[src/hw/rtl/scas_ram.sv]
// ----------------------------------------------------------------------------
// scas_ram : generic single-write, single-read RAM
// One write port, one read port with registered read data.
// ----------------------------------------------------------------------------
`default_nettype none

module scas_ram #(
  parameter int WIDTH = 8,
  parameter int DEPTH = 16,
  parameter int AW    = (DEPTH > 1) ? $clog2(DEPTH) : 1
) (
  input  logic             clk_i,
  input  logic             we_i,
  input  logic [AW-1:0]    waddr_i,
  input  logic [WIDTH-1:0] wdata_i,
  input  logic [AW-1:0]    raddr_i,
  output logic [WIDTH-1:0] rdata_o
);

  logic [WIDTH-1:0] mem_q [DEPTH];

  always_ff @(posedge clk_i) begin
    if (we_i) begin
      mem_q[waddr_i] <= wdata_i;
    end
    rdata_o <= mem_q[raddr_i];
  end

endmodule

`default_nettype wire

[config.mk]
export PLATFORM = sky130hd
export DESIGN_NAME = scas_ram
export DESIGN_NICKNAME = d
export VERILOG_FILES = /design/src/hw/rtl/scas_ram.sv
export SDC_FILE = /design/constraint.sdc
export NUM_CORES = 1
export LEC_CHECK = 0
export BUFFER_PORTS_ARGS = -buffer_cell sky130_fd_sc_hd__buf_2
export CORE_UTILIZATION = 60
export CTS_BUF_LIST = sky130_fd_sc_hd__clkbuf_8
export CTS_CLUSTER_DIAMETER = 40
export CTS_CLUSTER_SIZE = 24
export DETAILED_ROUTE_END_ITERATION = 10
export PLACE_DENSITY = 0.78
export SLEW_MARGIN = 5
export SYNTH_ARGS = -nofsm -noshare
export SYNTH_HDL_FRONTEND = slang
export SYNTH_SLANG_ARGS = --single-unit
[constraint.sdc]
create_clock -name clk_i -period 5.5 [get_ports clk_i]
set_clock_uncertainty 0.15 [all_clocks]
set_input_delay 1.1 -clock clk_i [delete_from_list [all_inputs] [get_ports clk_i]]
set_output_delay 1.1 -clock clk_i [all_outputs]
set_load 0.02 [all_outputs]
==> run_results.csv <==
group,metric,value,unit
finish,drive_gt1_share,27.96,%
synth,synth_nets,247,
finish,area_growth,12.23,%
sta,fin_setup_tns,0,ns
cts,h-tree-depth,4,
power_and_ir_drop,p_int,1.695,mW
die,rows,33,
placement,dp_cells,352,
grt,grt_pass1_vias,2345,
min_path,min_path_type,"flip-flop to flip-flop",
sta,slew_headroom,30.29,%
cts,clockBufferDepth,2,
setup_path,critical_path_buf_inv_count,1,
synth,synth_cell_types,19,
synth,syn_avg_cell_area,22.48,µm²
sta,period_share,50.79,%
detailed_routing,drc,0,
die,die_y,94.63,µm
setup_path,cpPeakStageDelay,0.78,ns
detailed_routing,vias,2413,
sta,worst_slew_pin_slew,1.046,ns
grt,antenna_found_initial,1,
die,die-area,8954,µm²
synth,syn_inst,229,
detailed_routing,viasPerCell,6.284,
synth,seq_area_frac_synth,77.78,%
die,io_pins,26,
detailed_routing,postRouteAntennaNets,0,
synth,ys_seq_elements,136,
sta,whs,0.5209,ns
synth,synth_warnings,0,
grt,grt_use_total,23.60,%
detailed_routing,dr.pass1.iters,5,
power_and_ir_drop,p_leak,1.931,nW
detailed_routing,dr.first_iter.drc_count,254,
grt,globalRouteOverflowTotal,0,
power_and_ir_drop,combPwrFrac,5.0,%
cts,cts_tree,"yes",
flow_run,maxCapViolCount,0,
die,die_width,94.63,µm
cts,cts_buffers,17,
grt,grt_max_degree,33,
placement,io_buffer_count,25,
die,core_area,8258,µm²
cts,cts_sinks,136,
power_and_ir_drop,p_sw_share,21.18,%
die,initial_core_util,62.33,%
run_status,status,"finished, final reports clean",
sta,period_minus_slack,2.794,ns
cts,cts_setup_buffers,0,
power_and_ir_drop,p_switching,0.4555,mW
finish,num-fill-cells,510,
finish,nets,284,
cts,hold_buffers,0,
power_and_ir_drop,ir_worst_vdd,217.8,µV
setup_path,worst-path-max-fanout,32,
setup_path,critical_path.cell_chain,"buf_2 -> mux4_1 -> a22oi_1 -> nand2_1",
finish,layout_commonest_cell,"edfxtp_1",
sta,slew_viol_final,0,
sta,rsz0062_at_grt,"no",
finish,diodes,0,
setup_path,critical-path-top-delay-family,"buffers and inverters",
setup_path,crit_arrival,2.96,ns
power_and_ir_drop,clock_power_share,40.9,%
cts,worst_skew_pair.late_latency,0.43,ns
cts,ctsRootBufferMaster,"clkbuf_8",
power_and_ir_drop,p_seq_share,54.2,%
synth,synth_area,5147,µm²
placement,place_congestion,0.8186,
sta,max_clock_freq,357.9,MHz
setup_path,end_kind,"flip-flop",
setup_path,worstSetupPathType,"input port to flip-flop",
setup_path,cp_slowest_cell,"buf_2",
placement,hpwlAfterDp,5540,µm
power_and_ir_drop,total_power,2.150,mW
grt,grt_pass1_wl,14080,µm
sta,setup_viol,0,
detailed_routing,wirelength,9292,µm
power_and_ir_drop,p_per_area,372.2,nW/µm²
finish,instances_no_fill,384,
setup_path,crit_path_start_kind,"input port",
setup_path,cp_data_required_time,5.66,ns
sta,finalHoldViolations,0,
cts,clk_pin_slew,0.07,ns
finish,final_cell_mix,"128 x edfxtp_1, 25 x buf_2, 18 x mux4_2, 17 x clkbuf_8, 16 x a22oi_1",
detailed_routing,wl_per_cell,24.20,µm
cts,postCtsResizedCells,0,
==> state kept, by name (all words and copies together) (netlist names) <==
register  cells
mem_q       128
rdata_o       8
==> cell families (layout without fill, tap and decap cells) <==
kind of cell / after synthesis / after routing / synth area share [%]
compound gates: 16 / 16 / 2.334
buf+inv: 10 / 60 / 1.677
flops: 136 / 136 / 77.78
mux: 32 / 32 / 15.02
simple gates: 35 / 35 / 3.184
==> area by class of cell <==
type | count | area, µm² | area share, %
multi-input combinational | 83 | 1062 | 18.39
sequential | 136 | 4004 | 69.31
clock buffer | 17 | 234.0 | 4.050
timing repair buffer | 28 | 147.6 | 2.556
clock inverter | 15 | 197.7 | 3.422
tap | 105 | 131.4 | 2.274
==> worst reg2reg max path, stage by stage (launching register included) <==
cell,delay (ns)
edfxtp_1,0.38
mux4_1,0.52
a22oi_1,0.28
nand2_1,0.10
==> power groups by stage <==
| stage | sequential [mW] | combinational [mW] | clock [mW] |
|---|---|---|---|
| floorplan | 1.19 | 0.0588 | 0 |
| global placement | 1.19 | 0.104 | 0 |
| detailed placement | 1.19 | 0.108 | 0 |
| CTS | 1.17 | 0.108 | 0.889 |
| global route | 1.17 | 0.116 | 0.931 |
| finish | 1.16 | 0.107 | 0.878 |
==> synthesized netlist by cell type <==
| master | number | share of area (%) |
|---|---|---|
| and2b_1 | 1 | 0.15 |
| buf_4 | 1 | 0.15 |
| mux4_1 | 14 | 7.1 |
| or3b_2 | 1 | 0.17 |
| nor2_1 | 13 | 0.95 |
| and2_1 | 1 | 0.12 |
| nand3_1 | 1 | 0.097 |
| nor3_1 | 4 | 0.39 |
| nand3b_1 | 2 | 0.29 |
| nand2_1 | 9 | 0.66 |
| clkdlybuf4s25_2 | 3 | 0.58 |
| buf_2 | 3 | 0.29 |
| buf_6 | 3 | 0.66 |
| dfxtp_1 | 8 | 3.1 |
| nor2b_1 | 1 | 0.12 |
| a22oi_1 | 16 | 2.3 |
| mux4_2 | 18 | 7.9 |
| nand2b_1 | 2 | 0.24 |
| edfxtp_1 | 128 | 75 |
==> path summary, 6_finish.rpt <==
path | from | end | slack, ns | cells past startpoint
worst min register to register | mem_q[4][7] | rdata_o[7] | 0.52 | 3
worst max register to register | mem_q[10][4] | rdata_o[4] | 3.95 | 3
worst min-delay path | mem_q[4][7] | rdata_o[7] | 0.52 | 3
worst max-delay path | raddr_i[0] | rdata_o[5] | 2.71 | 4
==> stage by stage <==
stage               instance area (µm²)  utilization (%)  setup slack [ns]
detailed placement                 5345            64.73             2.208
CTS                                5777            69.95             2.680
global route                       5777            69.95             2.589
finish                             5777            69.95             2.706
floorplan                          5147                -             2.757
global placement                   5340            64.67             2.113
==> metal layers <==
layer / share of wire [%] / routed length, µm / vias up / GRT usage [%]
met5: 0 / 0 / - / 0
met2: 47 / 4325 / 123 / 32.91
met4: 1.1 / 99 / 0 / 9.217
met3: 7.7 / 717 / 10 / 7.568
li1: - / - / 1048 / -
met1: 45 / 4150 / 1232 / 35.12
No activity file was read; power rests on OpenSTA's default activity.
