--- config.mk ---
export PLATFORM = sky130hd
export DESIGN_NAME = scas_div
export DESIGN_NICKNAME = d
export VERILOG_FILES = /design/src/hw/rtl/scas_pkg.sv /design/src/hw/rtl/scas_div.sv
export SDC_FILE = /design/constraint.sdc
export NUM_CORES = 1
export LEC_CHECK = 0
export BUFFER_PORTS_ARGS = -buffer_cell sky130_fd_sc_hd__buf_2
export CORE_MARGIN = 2
export CORE_UTILIZATION = 35
export CTS_CLUSTER_DIAMETER = 40
export CTS_CLUSTER_SIZE = 12
export DETAILED_ROUTE_END_ITERATION = 10
export PLACE_DENSITY_LB_ADDON = 0.25
export SETUP_SLACK_MARGIN = 0.5
export SKIP_LAST_GASP = 1
export SYNTH_ARGS = -nofsm -noshare
export SYNTH_HDL_FRONTEND = slang
export SYNTH_SLANG_ARGS = --single-unit
export TNS_END_PERCENT = 5
--- constraint.sdc ---
create_clock -name clk_i -period 4 [get_ports clk_i]
set_clock_uncertainty 0.1 [all_clocks]
set_input_delay 0.2 -clock clk_i [delete_from_list [all_inputs] [get_ports clk_i]]
set_output_delay 0.2 -clock clk_i [all_outputs]
set_load 0.005 [all_outputs]
--- src/hw/rtl/scas_pkg.sv ---
// ----------------------------------------------------------------------------
// scas_pkg : shared types and constants for the set-associative cache model
// Field widths, configuration register indexes and the divider interface.
// ----------------------------------------------------------------------------
`default_nettype none

package scas_pkg;

  localparam int IDX_W      = 31;  // element index / block number
  localparam int GRAN_W     = 16;  // granule and divisor width
  localparam int CNT_W      = 32;  // hit / access counters, stride
  localparam int DIFF_W     = 33;  // signed index difference
  localparam int DIV_CNT_W  = 5;   // iteration counter of the divider
  localparam int CFG_IDX_W  = 4;
  localparam int CFG_DATA_W = 16;

  // configuration register indexes
  localparam logic [CFG_IDX_W-1:0] REG_GRANULE  = CFG_IDX_W'(0);
  localparam logic [CFG_IDX_W-1:0] REG_LRU_MODE = CFG_IDX_W'(1);

  typedef struct packed {
    logic              start;
    logic [IDX_W-1:0]  dividend;
    logic [GRAN_W-1:0] divisor;
  } div_req_t;

  typedef struct packed {
    logic busy;
    logic done;  // one-cycle pulse, results valid from here on
  } div_status_t;

endpackage

`default_nettype wire

--- src/hw/rtl/scas_div.sv ---
// ----------------------------------------------------------------------------
// scas_div : shared restoring divider, one quotient bit per cycle
// 31-bit dividend by 16-bit divisor; quotient and remainder after 31 steps.
// ----------------------------------------------------------------------------
`default_nettype none

module scas_div (
  input  logic                        clk_i,
  input  logic                        rst_ni,
  input  scas_pkg::div_req_t          req_i,
  output scas_pkg::div_status_t       status_o,
  output logic [scas_pkg::IDX_W-1:0]  quotient_o,
  output logic [scas_pkg::GRAN_W-1:0] remainder_o
);

  import scas_pkg::*;

  localparam logic [DIV_CNT_W-1:0] LAST = DIV_CNT_W'(IDX_W - 1);

  logic                 busy_q;
  logic                 done_q;
  logic [DIV_CNT_W-1:0] cnt_q;
  logic [IDX_W-1:0]     quo_q;
  logic [GRAN_W-1:0]    rem_q;
  logic [GRAN_W-1:0]    dvs_q;

  logic [GRAN_W:0]      trial;
  logic [GRAN_W:0]      diff;
  logic                 take;

  // shift in the next dividend bit, subtract if it fits
  assign trial = {rem_q, quo_q[IDX_W-1]};
  assign diff  = trial - {1'b0, dvs_q};
  assign take  = (trial >= {1'b0, dvs_q});

  always_ff @(posedge clk_i or negedge rst_ni) begin
    if (!rst_ni) begin
      busy_q <= 1'b0;
      done_q <= 1'b0;
      cnt_q  <= '0;
    end else begin
      done_q <= 1'b0;
      if (req_i.start) begin
        busy_q <= 1'b1;
        cnt_q  <= '0;
      end else if (busy_q) begin
        cnt_q <= cnt_q + DIV_CNT_W'(1);
        if (cnt_q == LAST) begin
          busy_q <= 1'b0;
          done_q <= 1'b1;
        end
      end
    end
  end

  always_ff @(posedge clk_i) begin
    if (req_i.start) begin
      quo_q <= req_i.dividend;
      rem_q <= '0;
      dvs_q <= req_i.divisor;
    end else if (busy_q) begin
      quo_q <= {quo_q[IDX_W-2:0], take};
      rem_q <= take ? diff[GRAN_W-1:0] : trial[GRAN_W-1:0];
    end
  end

  assign status_o.busy = busy_q;
  assign status_o.done = done_q;
  assign quotient_o    = quo_q;
  assign remainder_o   = rem_q;

endmodule

`default_nettype wire

==> metrics.md, run 1 <==
| Metric | Value |
|---|---|
| GPL Wtd Cong | `0.819` |
| Max-cap violations | `0` |
| RSZ-0062 raised after global routing | `no` |
| Comb power frac | `14.4%` |
| Final worst-path cycle share | `73.3%` |
| Vias per cell | `4.84` |
| Antenna viol nets, final | `0` |
| Unique masters post-synth | `51` |
| Core Util, Final | `44.1%` |
| Largest net degree at the start of global routing | `43` |
| DP HPWL | `5840 um` |
| # DRC | `0` |
| Multi-input gate area | `0.00174 sq mm` |
| 1st-pass router iterations | `4` |
| Cell with the most instances after synthesis | `edfxtp_1` |
| Sink Count | `70` |
| IO Pins | `99` |
| H-tree level count | `3` |
| Clock buffer count from CTS | `9` |
| Post-synthesis async set-or-reset flop share | `10.0%` |
| Die ar. | `0.0118 sq mm` |
| Critical path class | `flop to flop` |
| Gate Count Post-Synth | `345` |
| Req. time, crit path | `4.18 ns` |
| Static leakage | `2.01 nW` |
| Clock latency on the worst-skew pair | `0.36 ns` |
| Share of the synthesized area in the top cell type | `36.7%` |
| Outcome | `complete, no violations` |
| Filler cells | `1043` |
| YS warnings | `0` |
| # diodes | `0` |
| Worst-path clk slew | `0.08 ns` |
| Site Rows | `38` |
| Setup repair bufs after CTS | `0` |
| # setup viols final | `0` |
| Max-slew violations | `0` |
| Startpoint class of the critical path | `flop` |
| Slowest CP cell | `a31oi_4` |
| Tot Pwr | `0.00160 W` |
| CTS tree | `done` |
| Initial Util | `35.6%` |
| Chip width | `109 um` |
| Slowest stage delay, CP | `0.71 ns` |
| Post-synthesis register bit count | `70` |
| Vias in the first global route | `2841` |
| Final Hold Vio Count | `0` |
| Clock share of power | `32.3%` |
| Mapped Area | `0.00384 sq mm` |
| Avg WL per Cell | `13.6 um` |
| Pwr per Cell Area | `336 mW/mm^2` |
| CP Cell Sequence | `inv_1 > ha_1 > o211ai_1 > a21oi_1 > o211ai_1 > a31oi_4 > mux2_2 > a211oi_1` |
| Drt first-iter violations | `155` |
| Setup TNS | `0 ns` |
| Die height | `109 um` |
| Average size of a mapped cell | `11.1 sq um` |
| Dominant cells by area after synthesis | `edfxtp_1 (37%), mux2_2 (9.4%), dfxtp_1 (8.3%)` |
| Min-delay worst type | `input port to flop` |
| Yosys top cell by area | `edfxtp_1` |
| Layout Area Growth over Synthesis | `24.0%` |
| Most used DFF post-synth | `edfxtp_1` |
| Critical path peak fanout | `27` |
| Total track usage | `14.5%` |
| Fraction of layout cells with a size suffix above 1 | `33.8%` |
| Sw Pwr | `0.000420 W` |
| Register area share after synthesis | `49.6%` |
| CTS Root Cell | `clkbuf_8` |
| F_max | `0.341 GHz` |
| PortBufs | `98` |
| CP arrival | `3.11 ns` |
| Nets | `523` |
| Slew Limit Headroom | `46.3%` |
| Final wirelength | `8140 um` |
| Max rail drop VDD | `217 uV` |
| Core area | `0.0108 sq mm` |
| CTS Buffer Depth | `2` |
| Flop pwr share | `53.4%` |
| Sequential Area | `0.00191 sq mm` |
| Initial antenna violation count | `0` |
| Syn_nets | `414` |
| Most used cell, CP | `o211ai_1` |
| Commonest cells in the netlist | `edfxtp_1 (47), mux2_2 (32), nor2_1 (28)` |
| Switch share | `26.3%` |
| Minimum clock period | `2.93 ns` |
| Number of flops mapped to enable cells by yosys | `47` |
| Vias | `2901` |
| First-pass GRT wire length | `13200 um` |
| Crit. End Element | `flop` |
| Remaining global-route overflow | `0` |
| Least-Margin Pin Slew | `0.805 ns` |
| Pint | `0.00118 W` |
## power groups by stage
stage | Sequential, W | Combinational (W) | Clock [W]
after floorplan | 0.000872 | 0.000127 | 0
after global placement | 0.000868 | 0.000217 | 0
after detailed placement | 0.000870 | 0.000219 | 0
after CTS | 0.000855 | 0.000233 | 0.000538
after global routing | 0.000861 | 0.000259 | 0.000569
final | 0.000855 | 0.000230 | 0.000517
## flip-flops by register name, indices dropped and copies added, names as in the netlist
signal,flops
quotient_o,31
dvs_q,16
remainder_o,16
cnt_q,5
busy_q,1
done_q,1
## routing by layer
metal | GRT usage (%) | vias to the layer above | part of all wire [%]
met4 | 6.96 | 0 | 2.0
met2 | 21.3 | 64 | 43
met1 | 19.1 | 1333 | 49
met3 | 4.66 | 13 | 5.4
met5 | 0 | - | 0
li1 | - | 1491 | -
## placed cells by master (no fill, tap or decap), types with 6 or more instances in the layout
cell type / count
a21oi_1: 18
mux2_2: 32
dlygate4sd3_1: 17
nor2_1: 28
xor2_1: 6
nand2_1: 15
ha_1: 18
mux2i_1: 6
o21ai_0: 14
edfxtp_1: 47
inv_1: 22
dfxtp_1: 16
nand3_1: 7
buf_2: 98
clkbuf_8: 9
nand2b_1: 9
dfrtp_1: 7
a211oi_1: 10
## worst paths after layout
path,startpoint,end,slack (ns),cells after the start
setup / recovery,dvs_q[2],remainder_o[0],1.07,8
min in group asynchronous,rst_ni,done_q,0.11,2
hold reg to reg,remainder_o[9],remainder_o[9],0.42,2
max in group asynchronous,rst_ni,cnt_q[0],3.53,2
setup reg to reg,dvs_q[2],remainder_o[0],1.07,8
hold / removal,req_i[46],quotient_o[30],0.04,2
## layout make-up
type                            instances  area share (%)
Tap cell                              140            3.68
Timing Repair Buffer                  118            14.3
Clock inverter                          6           0.972
Inverter                               22            1.73
Clock buffer                           10            2.68
Multi-Input combinational cell        233            36.5
Sequential cell                        70            40.0
## cell families (layout without fill, tap and decap cells)
| group | Yosys count | count (layout) | share of synthesized area (%) |
|---|---|---|---|
| flops | 70 | 70 | 49.6 |
| fa+ha+maj | 19 | 19 | 6.38 |
| compound gates | 68 | 68 | 11.9 |
| mux | 38 | 38 | 10.9 |
| xor+xnor | 11 | 11 | 2.51 |
| simple gates | 97 | 97 | 13.6 |
| buf+inv | 42 | 156 | 5.05 |
## through the flow
step / cells / hold slack (ns) / cell area (sq um) / setup WS, ns
floorplan: 345 / -0.196 / 3840 / 1.64
global placement: 566 / -0.0618 / 4420 / 1.11
detailed placement: 566 / -0.0602 / 4420 / 1.02
CTS: 599 / 0.0148 / 4760 / 1.01
global route: 599 / 0.0210 / 4760 / 0.717
finish: 599 / 0.0370 / 4760 / 1.07
## timing repair
item,CTS,global route
hold buffers,17,0
gates resized for setup,0,0
endpoints found under the hold margin,23,0
endpoints found under the setup margin,0,0
## critical path: cells and delay by family, from the launching register on
family / cells / cell delay [ns]
adder cells (fa/ha/maj): 1 / 0.37
flip-flops: 1 / 0.34
multiplexers: 1 / 0.41
AO/OA/AOI/OAI: 5 / 1.59
buffers and inverters: 1 / 0.05
No activity file was read; power rests on OpenSTA's default activity.
==> run 2: changes to the inputs <==
==> constraint.sdc (replaced) <==
create_clock -name clk_i -period 2.6 [get_ports clk_i]
set_clock_uncertainty 0.1 [all_clocks]
set_input_delay 0.13 -clock clk_i [delete_from_list [all_inputs] [get_ports clk_i]]
set_output_delay 0.13 -clock clk_i [all_outputs]
set_load 0.005 [all_outputs]
==> run 2 against run 1 <==
- final cell count grew 10%
- largest cell class is now multi-input combinational cells
- fmax up 24%
- sequential share of layout area down 5.8 points
- clock-buffer cell count stayed put
- non-clock buffer count is 60 higher
- worst hold slack lost 0.011 ns
==> metrics.md, run 2 (synthesis gave the netlist of run 1 again) <==
| Metric | Value |
|---|---|
| Drt first-iter violations | `161 (+3.9%)` |
| Initial antenna violation count | `0 (unchanged)` |
| CTS Root Cell | `clkbuf_8` |
| RSZ-0062 raised after global routing | `yes` |
| Crit. End Element | `flop` |
| F_max | `0.424 GHz (+24%)` |
| Minimum clock period | `2.36 ns (-0.573 ns)` |
| GPL Wtd Cong | `0.785 (-4.1%)` |
| Nets | `583 (+11%)` |
| Pwr per Cell Area | `473 mW/mm^2 (+41%)` |
| Tot Pwr | `0.00264 W (+65%)` |
| Final Hold Vio Count | `0 (unchanged)` |
| Sink Count | `70 (unchanged)` |
| # diodes | `0 (unchanged)` |
| Pint | `0.00198 W (+67%)` |
| PortBufs | `98 (unchanged)` |
| 1st-pass router iterations | `4 (unchanged)` |
| Slowest CP cell | `dfxtp_1` |
| Reg2Reg Depth | `9 (+1)` |
| Initial Util | `35.6% (unchanged)` |
| Startpoint class of the critical path | `flop` |
| Clock buffer count from CTS | `9 (unchanged)` |
| Comb power frac | `17.1% (+2.7 points)` |
| Reg2reg end | `remainder_o[4]` |
| Layout Area Growth over Synthesis | `45.1%` |
| Vias per cell | `4.91 (+1.4%)` |
| Switch share | `25.2% (-1.1 points)` |
| Non-filler cells in the finished layout | `659 (+10%)` |
| Remaining global-route overflow | `0 (unchanged)` |
| Clock share of power | `32.9% (+0.6 points)` |
| Fraction of layout cells with a size suffix above 1 | `41.4% (+7.7 points)` |
| Core area | `0.0108 sq mm (unchanged)` |
| IO Pins | `99 (unchanged)` |
| Req. time, crit path | `2.74 ns (-1.44 ns)` |
| Chip width | `109 um (unchanged)` |
| DP HPWL | `6130 um (+4.9%)` |
| Die height | `109 um (unchanged)` |
| Final wirelength | `9560 um (+17%)` |
| H-tree level count | `3 (unchanged)` |
| Final worst-path cycle share | `90.7% (+17 points)` |
| Most frequent cells in the layout | `buf_2 (98), dlygate4sd3_1 (48), edfxtp_1 (47)` |
| Worst-path clk slew | `0.08 ns (about the same)` |
| Commonest non-fill, non-tap cell in the layout | `buf_2` |
| Max FFs per register | `31 (unchanged)` |
| Slowest stage delay, CP | `0.36 ns (-0.35 ns)` |
| Least-Margin Pin Slew | `0.547 ns (-0.258 ns)` |
| Critical path peak fanout | `7 (-74%)` |
| Sw Pwr | `0.000665 W (+58%)` |
| Hold_ws | `0.0257 ns (-0.0113 ns)` |
| Antenna viol nets, final | `0 (unchanged)` |
| CP arrival | `2.50 ns (-0.61 ns)` |
| Site Rows | `38 (unchanged)` |
| Die ar. | `0.0118 sq mm (unchanged)` |
| Max-cap violations | `0 (unchanged)` |
| Critical path class | `flop to flop` |
| Max rail drop VDD | `323 uV (+49%)` |
| # setup viols final | `0 (unchanged)` |
| Static leakage | `2.31 nW (+15%)` |
| Vias in the first global route | `3120 (+9.8%)` |
| Most used cell, CP | `buf_8` |
| Vias | `3235 (+12%)` |
| Worst reg2reg setup slack | `0.24 ns (-0.83 ns)` |
| Filler cells | `938 (-10%)` |
| Setup TNS | `0 ns (unchanged)` |
| Flop pwr share | `50.0% (-3.4 points)` |
| Largest net degree at the start of global routing | `32 (-26%)` |
| Max-slew violations | `0 (unchanged)` |
| Clock latency on the worst-skew pair | `0.36 ns (about the same)` |
| Outcome | `complete, no violations` |
| Worst reg2reg startpoint | `remainder_o[6]` |
| Min-delay worst type | `input port to asynchronous set/reset pin` |
| CP Cell Sequence | `ha_4 > and4_4 > nand4_1 > o211a_1 > a31oi_4 > buf_8 > buf_8 > nor3_2 > or3_1` |
| Total track usage | `16.2% (+1.7 points)` |
| # DRC | `0 (unchanged)` |
| CTS tree | `done` |
| Cells after DPL | `577 (+1.9%)` |
| First-pass GRT wire length | `14800 um (+12%)` |
| Avg WL per Cell | `14.5 um (+6.8%)` |
| CTS Buffer Depth | `2 (unchanged)` |
| Slew Limit Headroom | `63.5% (+17 points)` |
## run 2: cell types whose count changed in the layout (fill, tap and decap cells not counted), sizes merged
| cell | previous run | this run |
|---|---|---|
| inv | 24 | 22 |
| dlygate4sd3 | 17 | 48 |
| bufinv | 0 | 1 |
| clkinv | 2 | 3 |
| buf | 101 | 130 |
## run 2: final cells by class
class                           instances  area [sq um]  share of cell area [%]
Tap cell                              140           175                    3.14
Sequential cell                        70          1910                    34.2
Clock inverter                          6          63.8                    1.14
Inverter                               22          82.6                    1.48
Timing Repair Buffer                  178          1250                    22.4
Multi-Input combinational cell        233          1970                    35.3
Clock buffer                           10           128                    2.29
## run 2: routing by layer
layer,routed length [um],vias up,track usage [%]
met2,4420,78,24.0
met4,211,0,8.70
met3,489,17,4.54
met1,4440,1534,21.4
li1,-,1606,-
met5,0,-,0
## run 2: what timing repair did
item	CTS	global route
pin swaps	7	13
gates resized for setup	28	24
cloned	0	0
setup buffers	8	10
hold buffers	48	0
endpoints found under the setup margin	17	17
hold endpoints to repair	54	0
## run 2: worst max path at each step
stage	end	slack (ns)	start	cells past startpoint
final	remainder_o[4]	0.24	remainder_o[6]	9
after global routing	remainder_o[6]	0.14	dvs_q[14]	11
after CTS	remainder_o[0]	0.33	dvs_q[6]	9
after detailed placement	remainder_o[12]	0.12	remainder_o[13]	9
after global placement	remainder_o[0]	0.18	dvs_q[8]	9
after floorplan	remainder_o[4]	0.36	dvs_q[8]	10
## run 2: critical path, delay by kind of cell, from the launching register on
kind                       cells  cell delay [ns]
buffers and inverters          2             0.29
and+or+nand+nor                4             0.71
adders and majority gates      1             0.32
DFF                            1             0.36
AOI/OAI and AO/OA              2             0.47
## run 2: through the flow
step	setup slack [ns]	instance area, sq um	utilization (%)
2_1_floorplan	0.357	3870	-
4_1_cts	0.327	5390	49.9
5_1_grt	0.137	5580	51.7
3_3_place_gp	0.175	4520	41.9
6_report	0.242	5580	51.7
3_5_place_dp	0.123	4520	41.9
## run 2: power groups by stage
| stage | combinational (W) | clock (W) | sequential (W) |
|---|---|---|---|
| floorplan | 0.000202 | 0 | 0.00134 |
| global placement | 0.000346 | 0 | 0.00134 |
| detailed placement | 0.000347 | 0 | 0.00134 |
| CTS | 0.000431 | 0.000897 | 0.00132 |
| global route | 0.000501 | 0.000927 | 0.00133 |
| finish | 0.000452 | 0.000868 | 0.00132 |
